===== config.mk =====
export PLATFORM = sky130hd
export DESIGN_NAME = sixdof_serial_packet_decoder_top
export DESIGN_NICKNAME = d
export VERILOG_FILES = /design/src/rtl/sdpd_pkg.sv /design/src/rtl/sdpd_front.sv /design/src/rtl/sdpd_fifo.sv /design/src/rtl/sdpd_back.sv /design/src/rtl/sixdof_serial_packet_decoder_top.sv
export SDC_FILE = /design/constraint.sdc
export NUM_CORES = 1
export LEC_CHECK = 0
export ABC_AREA = 1
export BUFFER_PORTS_ARGS = -buffer_cell sky130_fd_sc_hd__buf_2
export CAP_MARGIN = 20
export CORE_MARGIN = 2
export CORE_UTILIZATION = 50
export CTS_CLUSTER_SIZE = 10
export DETAILED_ROUTE_END_ITERATION = 7
export PLACE_DENSITY = 0.83
export SYNTH_ARGS = -nofsm -noshare
export SYNTH_HDL_FRONTEND = slang
export SYNTH_SLANG_ARGS = --single-unit

===== constraint.sdc =====
create_clock -name clk -period 4.5 [get_ports clk]
set_clock_uncertainty 0.15 [all_clocks]
set_input_delay 0.9 -clock clk [delete_from_list [all_inputs] [get_ports clk]]
set_output_delay 0.9 -clock clk [all_outputs]
set_load 0.005 [all_outputs]

===== src/rtl/sdpd_pkg.sv =====
// Package: shared constants, queue entry type and button remap table for the 6DOF decoder.
`timescale 1ns / 1ps
package sdpd_pkg;

  localparam int STORE_DEPTH_DEF = 64;

  // only the first bytes of a packet are ever decoded
  localparam int PKT_REGS = 16;
  localparam int PKT_AW   = 4;

  localparam int MOTION_LEN = 16;
  localparam int BUTTON_LEN = 4;

  localparam logic [7:0] CH_CR     = 8'h0D;
  localparam logic [7:0] CH_CARET  = 8'h5E;
  localparam logic [7:0] CH_ESC_CR = 8'h4D;
  localparam logic [7:0] CH_MOTION = 8'h44;
  localparam logic [7:0] CH_BUTTON = 8'h4B;
  localparam logic [7:0] NIBBLE_MASK = 8'h0F;

  localparam logic KIND_MOTION = 1'b0;
  localparam logic KIND_BUTTON = 1'b1;

  localparam int MASK_W = 27;
  localparam int BTN_BITS = 8;

  typedef logic [4:0] mask_pos_t [15];
  localparam mask_pos_t MASK_POS = '{5'd12, 5'd13, 5'd14, 5'd15, 5'd22, 5'd25, 5'd23, 5'd24,
                                     5'd0, 5'd1, 5'd2, 5'd4, 5'd5, 5'd8, 5'd26};

  // one classified byte on its way to the packet builder
  typedef struct packed {
    logic       store;
    logic [7:0] data;
    logic       eop;
  } op_t;

endpackage


===== src/rtl/sdpd_front.sv =====
// Front end: caret unescaping and end-of-packet detection per received byte.
`timescale 1ns / 1ps
module sdpd_front (
  input  logic             clk,
  input  logic             rst_n,
  input  logic             in_valid,
  output logic             in_ready,
  input  logic [7:0]       in_rx_byte,
  output logic             q_valid,
  input  logic             q_ready,
  output sdpd_pkg::op_t    q_op
);

  logic esc_r, esc_nxt;
  logic accept;

  assign in_ready = q_ready;
  assign accept   = in_valid && in_ready;

  always_comb begin
    q_op.store = 1'b0;
    q_op.data  = in_rx_byte;
    q_op.eop   = (in_rx_byte == sdpd_pkg::CH_CR);
    esc_nxt    = esc_r;
    if (esc_r) begin
      // escaped M stands for a stored CR; escaped caret for a caret; anything else is not stored
      if (in_rx_byte == sdpd_pkg::CH_ESC_CR) begin
        q_op.store = 1'b1;
        q_op.data  = sdpd_pkg::CH_CR;
      end else if (in_rx_byte == sdpd_pkg::CH_CARET) begin
        q_op.store = 1'b1;
      end
      esc_nxt = 1'b0;
    end else if (in_rx_byte == sdpd_pkg::CH_CARET) begin
      esc_nxt = 1'b1;
    end else begin
      q_op.store = 1'b1;
    end
  end

  // bytes that neither store nor end a packet never enter the queue
  assign q_valid = in_valid && (q_op.store || q_op.eop);

  always_ff @(posedge clk) begin
    if (!rst_n) begin
      esc_r <= 1'b0;
    end else if (accept) begin
      esc_r <= esc_nxt;
    end
  end

endmodule


===== src/rtl/sdpd_fifo.sv =====
// Two-entry queue between front end and packet builder.
`timescale 1ns / 1ps
module sdpd_fifo (
  input  logic           clk,
  input  logic           rst_n,
  input  logic           in_valid,
  output logic           in_ready,
  input  sdpd_pkg::op_t  in_op,
  output logic           out_valid,
  input  logic           out_ready,
  output sdpd_pkg::op_t  out_op
);

  sdpd_pkg::op_t mem_r [2];
  logic       wr_ptr_r, wr_ptr_nxt;
  logic       rd_ptr_r, rd_ptr_nxt;
  logic [1:0] cnt_r, cnt_nxt;
  logic       push, pop;

  assign in_ready  = (cnt_r != 2'd2);
  assign out_valid = (cnt_r != 2'd0);
  assign out_op    = mem_r[rd_ptr_r];
  assign push      = in_valid && in_ready;
  assign pop       = out_valid && out_ready;

  always_comb begin
    wr_ptr_nxt = push ? ~wr_ptr_r : wr_ptr_r;
    rd_ptr_nxt = pop ? ~rd_ptr_r : rd_ptr_r;
    cnt_nxt    = cnt_r;
    if (push && !pop) begin
      cnt_nxt = cnt_r + 2'd1;
    end else if (pop && !push) begin
      cnt_nxt = cnt_r - 2'd1;
    end
  end

  always_ff @(posedge clk) begin
    if (!rst_n) begin
      wr_ptr_r <= 1'b0;
      rd_ptr_r <= 1'b0;
      cnt_r    <= 2'd0;
    end else begin
      wr_ptr_r <= wr_ptr_nxt;
      rd_ptr_r <= rd_ptr_nxt;
      cnt_r    <= cnt_nxt;
    end
  end

  always_ff @(posedge clk) begin
    if (push) begin
      mem_r[wr_ptr_r] <= in_op;
    end
  end

endmodule


===== src/rtl/sdpd_back.sv =====
// Packet builder: write index, packet byte registers and result decode.
`timescale 1ns / 1ps
module sdpd_back #(
  parameter int STORE_DEPTH = sdpd_pkg::STORE_DEPTH_DEF
) (
  input  logic                clk,
  input  logic                rst_n,
  input  logic                q_valid,
  output logic                q_ready,
  input  sdpd_pkg::op_t       q_op,
  output logic                out_valid,
  input  logic                out_ready,
  output logic                out_packet_kind,
  output logic signed [15:0]  out_trans_x,
  output logic signed [15:0]  out_trans_y,
  output logic signed [15:0]  out_trans_z,
  output logic signed [15:0]  out_rot_x,
  output logic signed [15:0]  out_rot_y,
  output logic signed [15:0]  out_rot_z,
  output logic [26:0]         out_button_mask
);

  localparam int IDX_W = $clog2(STORE_DEPTH);

  // store positions past the decoded window are never read, so only these are kept
  logic [7:0]       pkt_r [sdpd_pkg::PKT_REGS];
  logic [IDX_W-1:0] idx_r, idx_nxt, idx_inc, idx_wr;
  logic             accept, hit_motion, hit_button, hit;
  logic [15:0]      val [6];
  logic [sdpd_pkg::BTN_BITS-1:0] btn;
  logic [sdpd_pkg::MASK_W-1:0]   mask;

  logic        out_valid_r, out_valid_nxt;
  logic        kind_r;
  logic [15:0] tx_r, ty_r, tz_r, rx_r, ry_r, rz_r;
  logic [sdpd_pkg::MASK_W-1:0] mask_r;

  assign q_ready = !out_valid_r || out_ready;
  assign accept  = q_valid && q_ready;

  always_comb begin
    idx_inc = (idx_r == IDX_W'(STORE_DEPTH - 1)) ? '0 : idx_r + IDX_W'(1);
    idx_wr  = q_op.store ? idx_inc : idx_r;
    idx_nxt = idx_r;
    if (accept) begin
      idx_nxt = q_op.eop ? '0 : idx_wr;
    end
  end

  // length check uses the index after this beat's write; the bytes decoded
  // never include the one written in the same beat
  assign hit_motion = q_op.eop && (pkt_r[0] == sdpd_pkg::CH_MOTION) &&
                      (int'(idx_wr) == sdpd_pkg::MOTION_LEN);
  assign hit_button = q_op.eop && (pkt_r[0] == sdpd_pkg::CH_BUTTON) &&
                      (int'(idx_wr) == sdpd_pkg::BUTTON_LEN);
  assign hit = hit_motion || hit_button;

  always_comb begin
    for (int i = 0; i < 6; i++) begin
      val[i] = {pkt_r[3 + 2 * i], pkt_r[4 + 2 * i]};
    end
  end

  assign btn = {pkt_r[1][3:0] & sdpd_pkg::NIBBLE_MASK[3:0],
                pkt_r[2][3:0] & sdpd_pkg::NIBBLE_MASK[3:0]};

  always_comb begin
    mask = '0;
    for (int k = 0; k < sdpd_pkg::BTN_BITS; k++) begin
      if (btn[k]) begin
        mask[sdpd_pkg::MASK_POS[k]] = 1'b1;
      end
    end
  end

  always_comb begin
    out_valid_nxt = out_valid_r;
    if (accept && hit) begin
      out_valid_nxt = 1'b1;
    end else if (out_ready) begin
      out_valid_nxt = 1'b0;
    end
  end

  always_ff @(posedge clk) begin
    if (!rst_n) begin
      idx_r       <= '0;
      out_valid_r <= 1'b0;
    end else begin
      idx_r       <= idx_nxt;
      out_valid_r <= out_valid_nxt;
    end
  end

  always_ff @(posedge clk) begin
    if (accept && q_op.store && (int'(idx_r) < sdpd_pkg::PKT_REGS)) begin
      pkt_r[idx_r[sdpd_pkg::PKT_AW-1:0]] <= q_op.data;
    end
    if (accept && hit) begin
      kind_r <= hit_button ? sdpd_pkg::KIND_BUTTON : sdpd_pkg::KIND_MOTION;
      tx_r   <= hit_motion ? val[0] : 16'd0;
      ty_r   <= hit_motion ? 16'(-val[2]) : 16'd0;
      tz_r   <= hit_motion ? 16'(-val[1]) : 16'd0;
      rx_r   <= hit_motion ? val[3] : 16'd0;
      ry_r   <= hit_motion ? 16'(-val[5]) : 16'd0;
      rz_r   <= hit_motion ? 16'(-val[4]) : 16'd0;
      mask_r <= hit_button ? mask : '0;
    end
  end

  assign out_valid       = out_valid_r;
  assign out_packet_kind = kind_r;
  assign out_trans_x     = $signed(tx_r);
  assign out_trans_y     = $signed(ty_r);
  assign out_trans_z     = $signed(tz_r);
  assign out_rot_x       = $signed(rx_r);
  assign out_rot_y       = $signed(ry_r);
  assign out_rot_z       = $signed(rz_r);
  assign out_button_mask = mask_r;

endmodule


===== src/rtl/sixdof_serial_packet_decoder_top.sv =====
// Top level: six-axis serial packet decoder.
//
//  channel | ports                                  | beat
//  --------+----------------------------------------+-----------------------------
//  in      | in_valid/in_ready, in_rx_byte          | one received serial byte
//  out     | out_valid/out_ready, out_packet_kind,  | one decoded motion or button
//          | out_trans_*, out_rot_*, out_button_mask| packet
//
// One byte per cycle sustained while the queue has room; the packet builder takes one queued byte
// per cycle unless a result is still held. The closing CR passes through a queue entry, then sets the
// builder's registered out_valid; each byte queued ahead of it delays the result further.
// Reset clears the escape flag, write index, queue and output valid; packet bytes are not cleared.
// A stalled output holds the builder, the two-entry queue absorbs up to two more queued bytes,
// then in_ready drops.
`timescale 1ns / 1ps
module sixdof_serial_packet_decoder_top #(
  parameter int STORE_DEPTH = sdpd_pkg::STORE_DEPTH_DEF
) (
  input  logic                clk,
  input  logic                rst_n,
  input  logic                in_valid,
  output logic                in_ready,
  input  logic [7:0]          in_rx_byte,
  output logic                out_valid,
  input  logic                out_ready,
  output logic                out_packet_kind,
  output logic signed [15:0]  out_trans_x,
  output logic signed [15:0]  out_trans_y,
  output logic signed [15:0]  out_trans_z,
  output logic signed [15:0]  out_rot_x,
  output logic signed [15:0]  out_rot_y,
  output logic signed [15:0]  out_rot_z,
  output logic [26:0]         out_button_mask
);

  logic          fq_valid, fq_ready;
  sdpd_pkg::op_t fq_op;
  logic          qb_valid, qb_ready;
  sdpd_pkg::op_t qb_op;

  sdpd_front u_front (
    .clk        (clk),
    .rst_n      (rst_n),
    .in_valid   (in_valid),
    .in_ready   (in_ready),
    .in_rx_byte (in_rx_byte),
    .q_valid    (fq_valid),
    .q_ready    (fq_ready),
    .q_op       (fq_op)
  );

  sdpd_fifo u_fifo (
    .clk       (clk),
    .rst_n     (rst_n),
    .in_valid  (fq_valid),
    .in_ready  (fq_ready),
    .in_op     (fq_op),
    .out_valid (qb_valid),
    .out_ready (qb_ready),
    .out_op    (qb_op)
  );

  sdpd_back #(
    .STORE_DEPTH (STORE_DEPTH)
  ) u_back (
    .clk             (clk),
    .rst_n           (rst_n),
    .q_valid         (qb_valid),
    .q_ready         (qb_ready),
    .q_op            (qb_op),
    .out_valid       (out_valid),
    .out_ready       (out_ready),
    .out_packet_kind (out_packet_kind),
    .out_trans_x     (out_trans_x),
    .out_trans_y     (out_trans_y),
    .out_trans_z     (out_trans_z),
    .out_rot_x       (out_rot_x),
    .out_rot_y       (out_rot_y),
    .out_rot_z       (out_rot_z),
    .out_button_mask (out_button_mask)
  );

endmodule

=== Word-level counts from Yosys, hierarchy flattened ===
Memory sizes are Yosys's and may differ from the RTL's. A register that Yosys moved wholly into a read port is not among the register bits.
Cells that the tools add are included.

* Output and inout port bits: 126
* Latch bits: 0
* Memories: 2
* Word-level logic and storage cells: 89
* Bits in read-only memories: 0
* RAM bits: 148
* Flip-flop bits (word level): 104

* Muxes and demuxes: 29
* Equality and inequality tests: 9
* $mul: 0
* Order comparisons: 1
* Bitwise gates (word level): 2
* Add/subtract/negate cells: 7
* Shifts and indexed selects: 0
* Div/mod/pow operators: 0
* Reductions and logical operators: 26

{| class="wikitable"
|+ Memory list
! memory !! depth !! bits a word !! read ports !! clocked after Yosys merged registers in !! wr ports !! RTL line !! RTL
|-
| u_back.pkt_r || 16 || 8 || 15 || 4 || 1 || sdpd_back.sv:26 || <nowiki>logic [7:0] pkt_r [sdpd_pkg::PKT_REGS];</nowiki>
|-
| u_fifo.mem_r || 2 || 10 || 1 || 1 || 1 || sdpd_fifo.sv:14 || <nowiki>sdpd_pkg::op_t mem_r [2];</nowiki>
|}

{| class="wikitable"
|+ Operator list
! operator !! count
|-
| negator 16 bit || 4
|-
| equality test 8 x 7 -> 1 bit, second input constant || 4
|-
| 2-to-1 mux 1 bit || 22
|-
| 2-to-1 mux 6 bit || 3
|-
| 2-to-1 mux 8 bit || 2
|-
| logical AND 1 bit || 13
|-
| equality test 6 bit, second input constant || 2
|-
| equality test 8 x 4 -> 1 bit, second input constant || 1
|-
| logical NOT 1 bit || 7
|-
| adder 6 x 1 -> 6 bit, second input constant || 1
|-
| equality test 6 x 4 -> 1 bit, second input constant || 1
|-
| less-than comparator 6 x 5 -> 1 bit, second input constant || 1
|-
| nonzero test 2 bit || 3
|-
| 2-to-1 mux 2 bit || 2
|-
| logical OR 1 bit || 3
|-
| adder 2 x 1 -> 2 bit, second input constant || 1
|-
| inequality test 2 bit, second input constant || 1
|-
| inverter 1 bit || 2
|-
| subtractor 2 x 1 -> 2 bit, second input constant || 1
|}

=== Longest topological paths before layout ===
Gate-level depths: netlist (run 1).

* Depth after elaboration: 11
* Mapped depth: 14
* Depth with buffers taken out: 14

=== Modules after synthesis ===
From an unflattened synthesis (run 1), not the netlist that was laid out.

* Cell total of the unflattened synthesis: 867
* Area total of the unflattened synthesis: 10829.1 um2

{| class="wikitable"
|+ By module, submodules not included
! module !! instances !! cells an instance !! sequential area each (um2) !! area an instance (um2)
|-
| sdpd_back || 1 || 755 || 6656.4 || 9650.5
|-
| sdpd_fifo || 1 || 68 || 700.7 || 975.9
|-
| sdpd_front || 1 || 44 || 20.0 || 202.7
|}

=== Worst setup path before layout (run 1) ===
Ideal clock, no wire load.

* Kind: register to register
* From: reg u_back.idx_r[0]
* To: reg u_back.mask_r (netlist bit u_back.out_button_mask[12]) (enable)
* Stages on the path, launching flop included: 12
* Arrival: 3.625 ns
* Setup time: 0.459 ns
* Path slack: 0.267 ns
* Path through: dfxtp_1 > inv_1 > ha_1 > inv_1 > nand2_1 > nand2_1 > nand3_2 > nor2_4 > nand3_1 > nand2_1 > nand2_1 > inv_1

* Word-level cells in the longest chain between the ends: 7
* Elaborated cells on any way between the ends: 10

{| class="wikitable"
|+ Ends and longest elaborated chain
! item !! RTL line !! RTL
|-
| start: declaration || sdpd_back.sv:27 || <nowiki>logic [IDX_W-1:0] idx_r, idx_nxt, idx_inc, idx_wr;</nowiki>
|-
| start signal: assignment || sdpd_back.sv:90 || <nowiki>idx_r <= idx_nxt;</nowiki>
|-
| adder 6 x 1 -> 6 bit / equality test 6 bit (equally long branches) || sdpd_back.sv:42 || <nowiki>idx_inc = (idx_r == IDX_W'(STORE_DEPTH - 1)) ? '0 : idx_r + IDX_W'(1);</nowiki>
|-
| 2-to-1 mux 6 bit || sdpd_back.sv:42 ||
|-
| 2-to-1 mux 6 bit * || sdpd_back.sv:43 || <nowiki>idx_wr = q_op.store ? idx_inc : idx_r;</nowiki>
|-
| equality test 6 bit / equality test 6 x 4 -> 1 bit (equally long branches) || sdpd_back.sv:53, sdpd_back.sv:55 ||
|-
| logical AND 1 bit (on tied branches) || sdpd_back.sv:52, sdpd_back.sv:54 ||
|-
| logical OR 1 bit * || sdpd_back.sv:56 || <nowiki>assign hit = hit_motion || hit_button;</nowiki>
|-
| logical AND 1 bit * || sdpd_back.sv:99 || <nowiki>if (accept && hit) begin</nowiki>
|-
| end signal: assignment || sdpd_back.sv:107 || <nowiki>mask_r <= hit_button ? mask : '0;</nowiki>
|-
| end: declaration || sdpd_back.sv:36 || <nowiki>logic [sdpd_pkg::MASK_W-1:0] mask_r;</nowiki>
|}

Mark *: on every way between the ends. The rest lies on a longest branch, timed or not.
A chain may end at the register's enable or synchronous reset.

==> results of run 1 <==
==> kinds of logic after synthesis <==
family / synth area share [%]
fa+ha+maj: 1.21
other cells: 0.0363
compound gates: 3.10
xor+xnor: 1.78
flops: 71.5
simple gates: 14.9
buf+inv: 7.50
==> metrics by stage <==
stage	cell area, um^2	worst slack (ns)	instances
2_1_floorplan	10400	0.267	885
3_3_place_gp	11100	1.06	1240
3_5_place_dp	11100	0.892	1240
4_1_cts	11900	0.906	1292
5_1_grt	11900	0.569	1294
6_report	11900	0.882	1294
==> power by group <==
part           total (W)  switching, W  internal, W
Clock            0.00200      0.000807      0.00120
Sequential       0.00284     0.0000537      0.00279
Combinational   0.000569      0.000459     0.000110
==> cells in the final DEF (no fill, tap or decap), types with 2 or more instances in the layout <==
cell       Yosys  final
o21ai_0       12     12
inv_1        133    132
xnor2_1        3      3
nand3_1       29     29
nor2_1       129    129
clkbuf_16      0     29
inv_2          2      2
nand2_2        2      2
nand2_1      125    125
clkbuf_1       7     23
nor2_4         3      3
buf_4         24      6
edfxtp_1     237    237
a21oi_1       34     34
xor2_1        18     18
nand4_1       11     11
or2_2         11     11
o21a_1         2      2
clkbuf_4       0      2
dfxtp_1       13     13
nor3_2         2      2
ha_1          10     10
nor3b_1        4      4
conb_1         1     19
buf_2          7    118
nor3_1        31     31
==> routing by layer <==
metal	GRT usage, %	up-vias
met2	30.2	216
li1	-	3122
met3	2.93	59
met1	22.0	2937
met5	0	-
met4	8.08	0
==> state kept, by name (all words and copies together), names as in the netlist, named ones only <==
register	count
u_back.idx_r	6
u_back.out_button_mask	8
u_back.out_packet_kind	1
u_back.out_rot_x	16
u_back.out_rot_y	16
u_back.out_rot_z	16
u_back.out_trans_x	16
u_back.out_trans_y	16
u_back.out_trans_z	16
u_back.out_valid	1
u_back.pkt_r	112
u_fifo.cnt_r	2
u_fifo.mem_r	20
u_fifo.rd_ptr_r	1
u_fifo.wr_ptr_r	1
u_front.esc_r	1
==> worst register-to-register path: stages, from the launching register on <==
cell and delay (ns):
dfxtp_1 0.52, inv_1 0.24, nand2_1 0.13, nand2_1 0.22
a21oi_1 0.23, nor2_1 0.12, nor2_4 0.14, nand3_4 0.40
nand2_1 0.18, nand2_1 0.11, inv_4 0.43, buf_4 0.41
==> cells in the mapped netlist (all sizes together), types with 10 or more instances <==
cell type	n	area share (%)
buf	33	2.3
nand2	127	4.7
nand3	31	1.7
edfxtp	237	69
inv	135	4.9
ha	10	1.2
dfxtp	13	2.5
o21ai	13	0.63
nor3	33	1.7
xor2	18	1.5
a21oi	35	1.8
nor2	132	5.0
or2	11	0.67
nand4	11	0.67
==> final timing paths <==
kind                                            end  slack (ns)  depth (start not counted)
worst min-delay path                       register        0.30                          1
worst min register to register             register        0.30                          1
worst max-delay path            u_back.out_rot_y[6]        0.88                         11
worst max register to register  u_back.out_rot_y[6]        0.88                         11
==> cell type report <==
type,count,share of cell area [%]
sequential,250,61.8
multi-input combinational,459,18.7
clock buffer,52,6.80
timing repair buffer,127,5.61
inverter,136,4.29
tap,270,2.83
==> results.yml, run 1 <==
cts:
  cts.clk_slew.worst_paths_ns: 0.05
  cts-root-buf: "clkbuf_16"
  cts.sinks: 250
  h-tree-depth: 1
  cts_tree: "done"
  cts_setup_buffers: 0
  ctsHoldBuffers: 0
  ctsResizeCount: 0
  clock_latency_ns: 0.53
  cts_inserted_buffers: 28
  cts_buffer_depth: 3
grt:
  grt_pass1_vias: 6058
  antenna_found_initial: 0
  grt_pass1_wl_um: 30000
  track_usage_pct: 17.6
  grt_overflow_total: 0
  grt_max_degree: 50
floorplan:
  die-area_um2: 21800
  die_h_um: 148
  core_um2: 20200
  chipWidth_um: 148
  ios: 138
  initial_core_util_pct: 51.0
  rows: 52
layout:
  multi_input_area_um2: 2240
  drive_gt1_share_pct: 17.6
  fill_cells: 1533
  regArea_um2: 7380
  diodes: 0
  fin_nets: 1024
  area_growth_pct: 15.8
  fin_util_pct: 59.0
sta:
  period_share_pct: 80.4
  grt_setup_unrepaired: "no"
  slew_violations: 0
  setup_tns_ns: 0
  maxSlewHeadroom_pct: 29.7
  holdWs_ns: 0.296
  period_needed_ns: 3.62
  max_freq_mhz: 276
  setup_viol: 0
  finalHoldViolCount: 0
  tightest_slew_ns: 1.05
synthesis:
  synth_edf_count: 237
  ys_types: 40
  syn-mean-instance-area_um2: 11.9
  synth_cells: 867
  async_flop_share_pct: 0
  yosysSeqAreaShare_pct: 71.5
  synth-main-ff-cell: "edfxtp_1"
  synth_area_um2: 10300
  yosysWarningCount: 0
  synth_seq_cells: 250
placed_design:
  dp_hpwl_um: 12800
  routabilityCongestion: 0.855
  io_buffers: 118
route:
  route.vias.total: 6334
  met2_wirelength_um: 9520
  ant_nets: 0
  top_layer: "met4"
  routedLengthMet1_um: 7880
  met3_length_um: 1230
  via_per_inst: 4.89
  firstDrtPassIters: 5
  drtIter0Drc: 548
  wirelength_um: 19400
  wire_per_inst_um: 15.0
  drcViolationCount: 0
run:
  maxCapViolations: 0
worst_hold_path:
  hold_start: "u_fifo.rd_ptr_r"
  holdCritPathClass: "register to register"
setup_path:
  cp-end-kind: "register"
  path_common_cell: "nand2_1"
  worst-path-buf-inv: 3
  critical_path_class: "register to register"
  worst_path_largest_cell_delay_ns: 0.52
  path_cells: "inv_1, nand2_1, nand2_1, a21oi_1, nor2_1, nor2_4, nand3_4, nand2_1, nand2_1, inv_4, buf_4"
  cp-start-kind: "register"
  critPathSlowestCell: "dfxtp_1"
  crit_arrival_ns: 3.66
  cp_top_family: "simple AND/OR/NAND/NOR gates"
  required_ns: 4.55
  crit_fanout: 42
power:
  p_leak_nw: 5.26
  power.total_w: 0.00541
  ir_worst_vdd_v: 0.000328
  pwr_density_cell_nw_per_um2: 453
run_status:
  status: "completed"
No activity file was read; power rests on OpenSTA's default activity.
==> run 2: changes to the inputs <==
- ABC_AREA: 1 -> 0
- PLACE_DENSITY: 0.83 -> 0.81
- clock period: 4.5 -> 3.5 ns (I/O delays scaled with it)
==> results.yml, run 2 <==
placed_design:
  dp_hpwl_um: 11800
  placed_cell_area_um2: 11000
  dp_cells: 1063
  routabilityCongestion: 0.878
  io_buffers: 118
grt:
  grt_pass1_vias: 5493
  grt_overflow_total: 0
  track_usage_pct: 17.5
  grt_pass1_wl_um: 29000
  grt_max_degree: 71
  antenna_found_initial: 0
setup_path:
  startpoint: "u_back.idx_r[3]"
  reg2reg_from: "u_back.idx_r[3]"
  cp-end-kind: "register"
  cp-start-kind: "register"
  required_ns: 3.71
  crit_fanout: 56
  crit_arrival_ns: 3.38
  critical_path_class: "register to register"
power:
  power.total_w: 0.00690
  ir_worst_vdd_v: 0.000393
  p_leak_nw: 4.66
  pwr_density_cell_nw_per_um2: 585
floorplan:
  chipWidth_um: 146
  ios: 138
  initial_core_util_pct: 51.3
  die-area_um2: 21200
  core_um2: 19600
  rows: 51
  die_h_um: 146
layout:
  fin_nets: 851
  regArea_um2: 7380
  final_cell_area_um2: 11800
  area_growth_pct: 17.4
  drive_gt1_share_pct: 22.3
  final_common_cell: "edfxtp_1"
  final_cell_mix: "edfxtp_1 (237), buf_2 (118), nor2_1 (91), and2_1 (45), xor2_1 (35)"
  multi_input_area_um2: 2460
  fill_cells: 1488
  diodes: 0
  largest_reg_flops: 112
  fin_cells: 1116
sta:
  setup_viol: 0
  tightest_slew_ns: 0.700
  finalHoldViolCount: 0
  period_needed_ns: 3.17
  grt_setup_unrepaired: "no"
  slew_violations: 0
  holdWs_ns: 0.234
  period_share_pct: 90.6
  setup_tns_ns: 0
  maxSlewHeadroom_pct: 53.2
  max_freq_mhz: 315
synthesis:
  synth_top_family_by_area: "simple AND/OR/NAND/NOR gates"
  synth_top_area_cell: "edfxtp_1"
  synth_cells: 688
  ys_types: 48
  synth-xor-area-share_pct: 4.53
  yosysWarningCount: 0
  synth_common_cells: "edfxtp_1 (237), nor2_1 (91), and2_1 (45)"
  synth_most_common_cell: "edfxtp_1"
  netlist.area_leader.share_pct: 70.9
  synth_compound_area_share_pct: 2.50
  synthMuxAreaShare_pct: 1.43
  synth_edf_count: 237
  synthAdderAreaFrac_pct: 1.25
  async_flop_share_pct: 0
  netlist_top_cells_area: "edfxtp_1 (71%), nor2_1 (3.4%), xor2_1 (3.1%)"
  synth_area_um2: 10000
  syn-mean-instance-area_um2: 14.6
  yosysSeqAreaShare_pct: 73.5
  synth_seq_cells: 250
  synthSimpleGateAreaFrac_pct: 13.6
  synth-main-ff-cell: "edfxtp_1"
route:
  drtIter0Drc: 466
  route.vias.total: 5723
  wire_per_inst_um: 16.8
  wirelength_um: 18800
  firstDrtPassIters: 5
  via_per_inst: 5.13
  drcViolationCount: 0
  ant_nets: 0
worst_hold_path:
  holdCritPathClass: "input port to register"
  hold_start: "in_rx_byte[5]"
cts:
  cts_tree: "done"
  cts-root-buf: "clkbuf_16"
  h-tree-depth: 1
  cts.sinks: 250
  cts_setup_buffers: 0
  ctsHoldBuffers: 0
  cts_inserted_buffers: 29
  clock_latency_ns: 0.53
  ctsResizeCount: 0
  cts_buffer_depth: 3
  cts.clk_slew.worst_paths_ns: 0.06
run:
  maxCapViolations: 0
run_status:
  status: "completed"
run 2: through the flow:
stage	setup WS, ns	utilization, %
after CTS	0.373	60.2
after floorplan	-1.84	-
after global routing	0.0408	60.2
after global placement	0.515	56.0
after detailed placement	0.348	56.0
final	0.330	60.2
run 2: critical path, stage by stage (launching register included):
cell and delay (ns):
dfxtp_1 0.58, nand3_1 0.26, o21ai_0 0.42, o211ai_1 0.31
or4b_2 0.69, buf_4 0.32, nor3_1 0.24
run 2: area by class of cell:
| cell class | instances | area share [%] |
|---|---|---|
| Multi-Input combinational cell | 399 | 20.9 |
| Tap cell | 265 | 2.81 |
| Timing Repair Buffer | 137 | 6.32 |
| Clock buffer | 52 | 6.89 |
| Sequential cell | 250 | 62.6 |
| Inverter | 12 | 0.382 |
| Clock inverter | 1 | 0.0743 |
run 2: layer usage:
metal	track usage [%]	share of wire, %	up-vias
met2	29.9	50	182
met4	5.64	2.3	0
met1	23.1	43	2748
li1	-	-	2753
met5	0	0	-
met3	2.66	5.0	40
run 2: cell families after synthesis:
kind of cell | count (synthesis)
XOR/XNOR | 52
buffers and inverters | 57
multiplexers | 13
flip-flops | 250
other | 1
AND/OR/NAND/NOR | 265
AO/OA/AOI/OAI | 40
adder cells (fa/ha/maj) | 10
run 2: where the power goes:
group / switching, W / internal, W / total (W)
logic: 0.000501 / 0.000194 / 0.000695
clock network: 0.00106 / 0.00155 / 0.00261
registers: 0.0000660 / 0.00353 / 0.00360
total: 0.00163 / 0.00527 / 0.00690
run 2: final timing paths:
check                                       endpoint  slack (ns)  depth (start not counted)
worst max register to register  u_back.out_rot_z[14]        0.33                          6
worst min register to register   u_back.out_rot_x[6]        0.35                          1
worst min-delay path              u_fifo.mem_r[0][6]        0.23                          1
worst max-delay path            u_back.out_rot_z[14]        0.33                          6
